$ cat config.mk
export PLATFORM = sky130hd
export DESIGN_NAME = adc_ratiometric_averager
export DESIGN_NICKNAME = d
export VERILOG_FILES = /design/src/rtl/adcra_pkg.sv /design/src/rtl/adc_ratiometric_averager.sv
export SDC_FILE = /design/constraint.sdc
export NUM_CORES = 2
export LEC_CHECK = 0
export ABC_AREA = 1
export ABC_CLOCK_PERIOD_IN_PS = 18900
export BUFFER_PORTS_ARGS = -buffer_cell sky130_fd_sc_hd__buf_2
export CAP_MARGIN = 5
export CORE_ASPECT_RATIO = 1.4
export CORE_UTILIZATION = 65
export CTS_CLUSTER_DIAMETER = 200
export DETAILED_ROUTE_END_ITERATION = 12
export PLACE_DENSITY_LB_ADDON = 0.08
export SLEW_MARGIN = 30
export SYNTH_ARGS = -nofsm -noshare
export SYNTH_HDL_FRONTEND = slang
export SYNTH_SLANG_ARGS = --single-unit
$ cat constraint.sdc
create_clock -name i_clk -period 18.9 [get_ports i_clk]
set_input_delay 0.945 -clock i_clk [delete_from_list [all_inputs] [get_ports i_clk]]
set_output_delay 0.945 -clock i_clk [all_outputs]
set_load 0.03 [all_outputs]
$ cat src/rtl/adcra_pkg.sv
// ----------------------------------------------------------------------------
// ADC averager package
// Fixed field widths, constants and item kind codes of the averager.
// ----------------------------------------------------------------------------
`default_nettype none

package adcra_pkg;

    localparam int KIND_W     = 2;
    localparam int SUPPLY_W   = 16;
    localparam int AVG_W      = 16;
    localparam int RATIO_W    = 20;
    localparam int MV_W       = 16;
    localparam int SCALE_W    = 24;
    localparam int SCALE_FRAC = 16;
    localparam int COUNT_W    = 8;
    localparam int NUM_W      = 13;

    localparam logic [SCALE_W-1:0] SCALE_RESET = 24'd52800;
    localparam logic [NUM_W-1:0]   RATIO_NUM   = 13'd5000;

    typedef logic [KIND_W-1:0] t_kind;

    localparam t_kind KIND_SAMPLE = 2'd0;
    localparam t_kind KIND_READ   = 2'd1;
    localparam t_kind KIND_CLEAR  = 2'd2;

endpackage

`default_nettype wire

$ cat src/rtl/adc_ratiometric_averager.sv
// Flow: one item at a time; a new item is taken only once the previous result has
//   entered the output register. A sample with a supply value runs one division and
//   a read with samples held runs two, on the shared restoring divider (one quotient
//   bit a cycle); other items skip it. A stalled result holds the last step.
// Reset (i_rst_n low, synchronous): clear all channel state, set count_scale to 52800.
// ----------------------------------------------------------------------------
// ADC ratiometric averager
// Averaging front end for one analog channel: accumulates raw and supply
// compensated sums, latches averages on read, scales them to millivolts.
// ----------------------------------------------------------------------------
`default_nettype none

module adc_ratiometric_averager
    import adcra_pkg::*;
#(
    parameter int SAMPLE_BITS = 12,
    parameter int HALVE_AT    = 254,
    parameter int FRAC_BITS   = 4
) (
    input  wire logic                 i_clk,
    input  wire logic                 i_rst_n,
    // configuration: count_scale, millivolts per count, unsigned Q8.16
    input  wire logic                 i_cfg_we,
    input  wire logic [SCALE_W-1:0]   i_cfg_wdata,
    // input stream
    input  wire logic                 i_s_axis_tvalid,
    output logic                      o_s_axis_tready,
    // tdata, low bit up: sample, supply_mv, zero pad
    input  wire logic [((SAMPLE_BITS+SUPPLY_W+7)/8)*8-1:0] i_s_axis_tdata,
    // tuser: kind
    input  wire logic [KIND_W-1:0]    i_s_axis_tuser,
    // output stream
    output logic                      o_m_axis_tvalid,
    input  wire logic                 i_m_axis_tready,
    // tdata, low bit up: latest, average, ratio_average, voltage_mv,
    // ratio_voltage_mv, latest_mv, zero pad
    output logic [((SAMPLE_BITS+AVG_W+RATIO_W+3*MV_W+7)/8)*8-1:0] o_m_axis_tdata
);

    // ------------------------------------------------------------------
    // Derived widths
    // ------------------------------------------------------------------
    localparam int OUT_BITS = SAMPLE_BITS + AVG_W + RATIO_W + 3 * MV_W;
    localparam int OUT_W    = ((OUT_BITS + 7) / 8) * 8;
    // Ratiometric dividend: sample * 5000, shifted by the fraction bits.
    localparam int TERM_W   = SAMPLE_BITS + NUM_W + FRAC_BITS;
    // Sums hold at most (count + 1) full-scale terms, count below 256.
    localparam int PSUM_W   = SAMPLE_BITS + COUNT_W;
    localparam int RSUM_W   = RATIO_W + COUNT_W;
    // Divider width covers every dividend (the plain average one is always narrower).
    localparam int DW       = (TERM_W > RSUM_W) ? TERM_W : RSUM_W;
    localparam int BIT_W    = $clog2(DW);
    localparam int PROD_W   = RATIO_W + SCALE_W;

    // ------------------------------------------------------------------
    // Sequencer codes
    // ------------------------------------------------------------------
    localparam logic [3:0] S_IDLE     = 4'd0;
    localparam logic [3:0] S_DISP     = 4'd1;
    localparam logic [3:0] S_DIV_TERM = 4'd2;
    localparam logic [3:0] S_ACC      = 4'd3;
    localparam logic [3:0] S_DIV_AVG  = 4'd4;
    localparam logic [3:0] S_DIV_RAT  = 4'd5;
    localparam logic [3:0] S_MUL_A    = 4'd6;
    localparam logic [3:0] S_MUL_R    = 4'd7;
    localparam logic [3:0] S_MUL_L    = 4'd8;
    localparam logic [3:0] S_DONE     = 4'd9;

    // ------------------------------------------------------------------
    // Saturation helpers
    // ------------------------------------------------------------------
    function automatic logic [RATIO_W-1:0] sat_ratio(input logic [DW-1:0] v);
        sat_ratio = (|v[DW-1:RATIO_W]) ? {RATIO_W{1'b1}} : v[RATIO_W-1:0];
    endfunction

    function automatic logic [AVG_W-1:0] sat_avg(input logic [DW-1:0] v);
        sat_avg = (|v[DW-1:AVG_W]) ? {AVG_W{1'b1}} : v[AVG_W-1:0];
    endfunction

    function automatic logic [MV_W-1:0] sat_mv(input logic [PROD_W-1:0] v);
        sat_mv = (|v[PROD_W-1:MV_W]) ? {MV_W{1'b1}} : v[MV_W-1:0];
    endfunction

    // ------------------------------------------------------------------
    // Registers
    // ------------------------------------------------------------------
    logic [3:0]             r_state,  n_state;
    logic [SCALE_W-1:0]     r_scale,  n_scale;
    // captured item
    t_kind                  r_kind,   n_kind;
    logic [SAMPLE_BITS-1:0] r_smp,    n_smp;
    logic [SUPPLY_W-1:0]    r_sup,    n_sup;
    // channel state
    logic [SAMPLE_BITS-1:0] r_last,   n_last;
    logic [PSUM_W-1:0]      r_psum,   n_psum;
    logic [RSUM_W-1:0]      r_rsum,   n_rsum;
    logic [COUNT_W-1:0]     r_cnt,    n_cnt;
    logic [AVG_W-1:0]       r_havg,   n_havg;
    logic [RATIO_W-1:0]     r_hrat,   n_hrat;
    // shared divider
    logic [DW-1:0]          r_quo,    n_quo;
    logic [SUPPLY_W-1:0]    r_rem,    n_rem;
    logic [SUPPLY_W-1:0]    r_dvs,    n_dvs;
    logic [BIT_W-1:0]       r_bit,    n_bit;
    logic [RATIO_W-1:0]     r_term,   n_term;
    // shared multiplier and millivolt results
    logic [PROD_W-1:0]      r_prod,   n_prod;
    logic [MV_W-1:0]        r_vmv,    n_vmv;
    logic [MV_W-1:0]        r_rvmv,   n_rvmv;
    // output register
    logic                   r_mvalid, n_mvalid;
    logic [OUT_W-1:0]       r_mdata,  n_mdata;

    // ------------------------------------------------------------------
    // Datapath helpers
    // ------------------------------------------------------------------
    logic                   s_xfer;
    logic [SUPPLY_W:0]      div_trial;
    logic                   div_ge;
    logic [SUPPLY_W-1:0]    div_rem_nx;
    logic [DW-1:0]          div_quo_nx;
    logic                   div_last;
    logic [RATIO_W-1:0]     mul_a;
    logic [PROD_W-1:0]      prod_frac;
    logic [PROD_W-1:0]      prod_int;
    logic [RSUM_W-1:0]      acc_rsum;
    logic [COUNT_W-1:0]     acc_cnt;
    logic                   out_free;

    assign o_s_axis_tready = (r_state == S_IDLE);
    assign s_xfer          = i_s_axis_tvalid && o_s_axis_tready;
    assign o_m_axis_tvalid = r_mvalid;
    assign o_m_axis_tdata  = r_mdata;
    assign out_free        = !r_mvalid || i_m_axis_tready;

    // One restoring step: bring down the next dividend bit, subtract if it fits.
    assign div_trial  = {r_rem, r_quo[DW-1]};
    assign div_ge     = div_trial >= {1'b0, r_dvs};
    assign div_rem_nx = div_ge ? SUPPLY_W'(div_trial - {1'b0, r_dvs})
                               : div_trial[SUPPLY_W-1:0];
    assign div_quo_nx = {r_quo[DW-2:0], div_ge};
    assign div_last   = (r_bit == '0);

    // Multiplier operand follows the sequencer step.
    always_comb begin
        case (r_state)
            S_MUL_A: mul_a = RATIO_W'(r_havg);
            S_MUL_R: mul_a = r_hrat;
            default: mul_a = RATIO_W'(r_last);
        endcase
    end

    // Averages carry FRAC_BITS extra fraction bits; the raw sample does not.
    assign prod_frac = r_prod >> (SCALE_FRAC + FRAC_BITS);
    assign prod_int  = r_prod >> SCALE_FRAC;

    assign acc_rsum = r_rsum + RSUM_W'(r_term);
    assign acc_cnt  = r_cnt + COUNT_W'(1);

    // ------------------------------------------------------------------
    // Sequencer and next state
    // ------------------------------------------------------------------
    always_comb begin
        n_state  = r_state;
        n_scale  = i_cfg_we ? i_cfg_wdata : r_scale;
        n_kind   = r_kind;
        n_smp    = r_smp;
        n_sup    = r_sup;
        n_last   = r_last;
        n_psum   = r_psum;
        n_rsum   = r_rsum;
        n_cnt    = r_cnt;
        n_havg   = r_havg;
        n_hrat   = r_hrat;
        n_quo    = r_quo;
        n_rem    = r_rem;
        n_dvs    = r_dvs;
        n_bit    = r_bit;
        n_term   = r_term;
        n_prod   = r_prod;
        n_vmv    = r_vmv;
        n_rvmv   = r_rvmv;
        n_mvalid = r_mvalid;
        n_mdata  = r_mdata;

        // Drop the held result once the sink takes it.
        if (r_mvalid && i_m_axis_tready) begin
            n_mvalid = 1'b0;
        end

        case (r_state)
            S_IDLE: begin
                // Capture the item; only the low SAMPLE_BITS bits of the sample count.
                if (s_xfer) begin
                    n_kind  = i_s_axis_tuser;
                    n_smp   = i_s_axis_tdata[SAMPLE_BITS-1:0];
                    n_sup   = i_s_axis_tdata[SAMPLE_BITS +: SUPPLY_W];
                    n_state = S_DISP;
                end
            end

            S_DISP: begin
                case (r_kind)
                    KIND_SAMPLE: begin
                        n_last = r_smp;
                        n_psum = r_psum + PSUM_W'(r_smp);
                        if (r_sup == '0) begin
                            // No supply reading: use the plain count as the term.
                            n_term  = sat_ratio(DW'(r_smp) << FRAC_BITS);
                            n_state = S_ACC;
                        end else begin
                            n_quo   = DW'(TERM_W'(r_smp) * TERM_W'(RATIO_NUM)) << FRAC_BITS;
                            n_rem   = '0;
                            n_dvs   = r_sup;
                            n_bit   = BIT_W'(DW - 1);
                            n_state = S_DIV_TERM;
                        end
                    end
                    KIND_READ: begin
                        // With nothing accumulated, keep the previous averages.
                        if (r_cnt != '0) begin
                            n_quo   = DW'(r_psum) << FRAC_BITS;
                            n_rem   = '0;
                            n_dvs   = SUPPLY_W'(r_cnt);
                            n_bit   = BIT_W'(DW - 1);
                            n_state = S_DIV_AVG;
                        end else begin
                            n_state = S_MUL_A;
                        end
                    end
                    KIND_CLEAR: begin
                        n_last  = '0;
                        n_psum  = '0;
                        n_rsum  = '0;
                        n_cnt   = '0;
                        n_havg  = '0;
                        n_hrat  = '0;
                        n_state = S_MUL_A;
                    end
                    default: begin
                        n_state = S_MUL_A;
                    end
                endcase
            end

            S_DIV_TERM: begin
                n_quo = div_quo_nx;
                n_rem = div_rem_nx;
                n_bit = r_bit - BIT_W'(1);
                if (div_last) begin
                    n_term  = sat_ratio(div_quo_nx);
                    n_state = S_ACC;
                end
            end

            S_ACC: begin
                // Fold in the term and halve everything when the count hits the limit.
                if (acc_cnt >= COUNT_W'(HALVE_AT)) begin
                    n_psum = r_psum >> 1;
                    n_rsum = acc_rsum >> 1;
                    n_cnt  = acc_cnt >> 1;
                end else begin
                    n_rsum = acc_rsum;
                    n_cnt  = acc_cnt;
                end
                n_state = S_MUL_A;
            end

            S_DIV_AVG: begin
                n_quo = div_quo_nx;
                n_rem = div_rem_nx;
                n_bit = r_bit - BIT_W'(1);
                if (div_last) begin
                    // Latch the plain average, then reuse the divider for the ratio sum.
                    n_havg  = sat_avg(div_quo_nx);
                    n_quo   = DW'(r_rsum);
                    n_rem   = '0;
                    n_bit   = BIT_W'(DW - 1);
                    n_state = S_DIV_RAT;
                end
            end

            S_DIV_RAT: begin
                n_quo = div_quo_nx;
                n_rem = div_rem_nx;
                n_bit = r_bit - BIT_W'(1);
                if (div_last) begin
                    n_hrat  = sat_ratio(div_quo_nx);
                    n_psum  = '0;
                    n_rsum  = '0;
                    n_cnt   = '0;
                    n_state = S_MUL_A;
                end
            end

            S_MUL_A: begin
                n_prod  = PROD_W'(mul_a * r_scale);
                n_state = S_MUL_R;
            end

            S_MUL_R: begin
                n_vmv   = sat_mv(prod_frac);
                n_prod  = PROD_W'(mul_a * r_scale);
                n_state = S_MUL_L;
            end

            S_MUL_L: begin
                n_rvmv  = sat_mv(prod_frac);
                n_prod  = PROD_W'(mul_a * r_scale);
                n_state = S_DONE;
            end

            S_DONE: begin
                // Hold here until the output register is free.
                if (out_free) begin
                    n_mdata  = OUT_W'({sat_mv(prod_int), r_rvmv, r_vmv,
                                       r_hrat, r_havg, r_last});
                    n_mvalid = 1'b1;
                    n_state  = S_IDLE;
                end
            end

            default: begin
                n_state = S_IDLE;
            end
        endcase
    end

    // ------------------------------------------------------------------
    // Control and channel state, cleared by reset
    // ------------------------------------------------------------------
    always_ff @(posedge i_clk) begin
        if (!i_rst_n) begin
            r_state  <= S_IDLE;
            r_scale  <= SCALE_RESET;
            r_mvalid <= 1'b0;
            r_last   <= '0;
            r_psum   <= '0;
            r_rsum   <= '0;
            r_cnt    <= '0;
            r_havg   <= '0;
            r_hrat   <= '0;
        end else begin
            r_state  <= n_state;
            r_scale  <= n_scale;
            r_mvalid <= n_mvalid;
            r_last   <= n_last;
            r_psum   <= n_psum;
            r_rsum   <= n_rsum;
            r_cnt    <= n_cnt;
            r_havg   <= n_havg;
            r_hrat   <= n_hrat;
        end
    end

    // ------------------------------------------------------------------
    // Payload registers
    // ------------------------------------------------------------------
    always_ff @(posedge i_clk) begin
        r_kind  <= n_kind;
        r_smp   <= n_smp;
        r_sup   <= n_sup;
        r_quo   <= n_quo;
        r_rem   <= n_rem;
        r_dvs   <= n_dvs;
        r_bit   <= n_bit;
        r_term  <= n_term;
        r_prod  <= n_prod;
        r_vmv   <= n_vmv;
        r_rvmv  <= n_rvmv;
        r_mdata <= n_mdata;
    end

endmodule

`default_nettype wire

==> results.toml <==
[cts]
clk_pin_slew_ns = 0.07
post_cts_resized = 0
htreeDepth = 2
cts_hold_buf = 0
cts_tree = "yes"
cts_num_sinks = 405
postCtsSetupBuffers = 0
clk-insertion-delay-late_ns = 0.57
clockRootBuffer = "clkbuf_16"
clockBufferDepth = 3
numCtsBuffers = 41

[timing]
final_max_slew_viol_count = 0
whs_ns = 0.418
worst_slew_pin_slew_ns = 1.04
fmax_mhz = 104
final_hold_viol_count = 0
setup_ws_ns = 9.25
fin_worst_skew_ns = 0.0154
post-route-period-util = 0.511
setup_viol = 0
setup_tns_ns = 0
slew_headroom = 0.303
rsz0062_at_grt = "no"
min_period_ns = 9.65

[yosys]
ys_seq_elements = 405
synth-edff-count = 272
ys.flop_type = "edfxtp_1"
avgSynthCellArea_sq_um = 8.65
ys_types = 56
yosysMostFrequentCell = "inv_1"
synthArstFlopShare = 0
synth_largest_area_cell = "fa_1"
ys_seq_area_frac = 0.302
ys_top_cells_by_count = "inv_1 (766), nand2_1 (765), nor2_1 (432)"
yosys-top-cells-area = "fa_1 (23%), edfxtp_1 (23%), ha_1 (9.1%), inv_1 (8.0%), nand2_1 (8.0%)"
syn_nets = 4886
synth_top_area_share = 0.233
netlist_area_sq_um = 35800
synthCells = 4144
yosys_warnings = 0

[drt]
dr.pass1.iters = 6
drt_iter0_markers = 1988
vias = 28900
drc = 0
final_antenna_net_count = 0
wl_microns = 103000
routed_via_density = 5.81
avgRoutedWirePerCell_microns = 20.7

[global_routing]
gr-total-overflow = 0
grt_max_degree = 85
grt_pass1_wl_microns = 160000
antenna_found_initial = 1
grt_pass1_vias = 29700
track_usage = 0.376

[floorplanning]
dieArea_sq_um = 56100
row_count = 101
die_h_microns = 280
core_sq_um = 54300
die_w_microns = 200
initial_core_util = 0.660
boundaryPins = 161

[pwr]
irDropWorstVdd_mv = 0.432
p_leak_nw = 18.1
powerDensity_nw_per_um2 = 121

[setup_path]
critPathLaunchType = "flip-flop"
cpMaxStageDelayCell = "nand2_1"
crit_arrival_ns = 9.97
critical_path_class = "reg -> reg"
end_kind = "flip-flop"
crit_fanout = 16
cpMostUsedCell = "fa_1"
crit_path_max_incr_delay_ns = 0.76
worstPathRequired_ns = 19.22

[place]
dp_slack_ns = 9.39
dp_hpwl_microns = 80900
portBuffers = 156
gp_congestion = 1.00
dpl.cell_count = 4904

[finish]
layout-drive-gt1-share = 0.0758
nets = 4970
area_growth_pct = 7.91
diodes = 0
fin_cells = 4981

[outcome]
outcome = "finished, final reports clean"

[job]
drv_cap = 0

[worst_hold_path]
hold_path_class = "reg -> reg"
kinds of logic (layout without fill, tap and decap cells):
logic type	count (synthesis)	after routing	share of synthesized area
xor+xnor	69	69	0.0169
buf+inv	943	1059	0.0997
flops	405	405	0.302
fa+ha+maj	679	679	0.324
simple gates	1414	1414	0.160
compound gates	634	634	0.0974
layer usage:
| layer | global-route usage | wire length (microns) | vias to the layer above |
|---|---|---|---|
| met3 | 0.0472 | 6130 | 436 |
| met4 | 0.311 | 10100 | 2 |
| met5 | 0 | 13 | - |
| met2 | 0.670 | 52400 | 1132 |
| met1 | 0.399 | 34700 | 14100 |
| li1 | - | - | 13300 |
final timing paths:
check                     startpoint                            to  slack [ns]  cells after the start
min reg2reg       r_vmv[2]$_DFFE_PN_  o_m_axis_tdata[50]$_DFFE_PP_        0.42                      0
max          r_state[3]$_SDFFE_PN0P_          r_prod[43]$_DFFE_PP_        9.25                     28
min               r_vmv[2]$_DFFE_PN_  o_m_axis_tdata[50]$_DFFE_PP_        0.42                      0
max reg2reg  r_state[3]$_SDFFE_PN0P_          r_prod[43]$_DFFE_PP_        9.25                     28
final cells by class:
class | count | area [sq um]
clock buffers | 53 | 1100
clock inverters | 22 | 256
fillers | 4436 | 15700
inverters | 798 | 3000
multi-input cells | 2796 | 21500
flip-flops and latches | 405 | 10800
well taps | 721 | 902
repair buffers | 186 | 1070
registers in the layout, summed over array words and instances (netlist names), 4 cells and up:
signal	count
r_rvmv	16
r_hrat	20
r_scale	24
r_prod	28
r_rem	16
r_state	4
r_last	12
o_m_axis_tdata	96
r_havg	16
r_quo	29
r_sup	16
r_bit	5
r_smp	12
r_dvs	16
r_rsum	28
r_psum	20
r_vmv	16
r_cnt	8
r_term	20
layout by cell type, fill, tap and decap left out, types with 107 or more instances in the layout:
cell      instances
inv_1           766
nand2_1         764
nor2_1          428
fa_1            417
a21oi_1         302
edfxtp_1        272
ha_1            262
o21ai_0         178
buf_2           156
dfxtp_1         133
nand3_1         107
power by group:
part / switching, W / internal, W
clock: 0.000369 / 0.000473
combinational: 0.00161 / 0.000907
sequential: 0.000153 / 0.00117
total: 0.00213 / 0.00255
through the flow:
stage | cell area (sq um) | total power [W] | util
after floorplan | 35800 | 0.00310 | -
after global placement | 37200 | 0.00377 | 0.685
after detailed placement | 37300 | 0.00382 | 0.686
after CTS | 38600 | 0.00467 | 0.711
after global routing | 38700 | 0.00504 | 0.712
final | 38700 | 0.00468 | 0.712
worst max-delay path: cells and delay by family (launching register included):
kind / cells / cell delay [ns]
AND/OR/NAND/NOR: 7 / 2.27
adder cells (fa/ha/maj): 8 / 3.82
flip-flops: 1 / 0.38
AO/OA/AOI/OAI: 5 / 1.15
buffers and inverters: 8 / 1.80
Power figures use the tool's default switching activity.
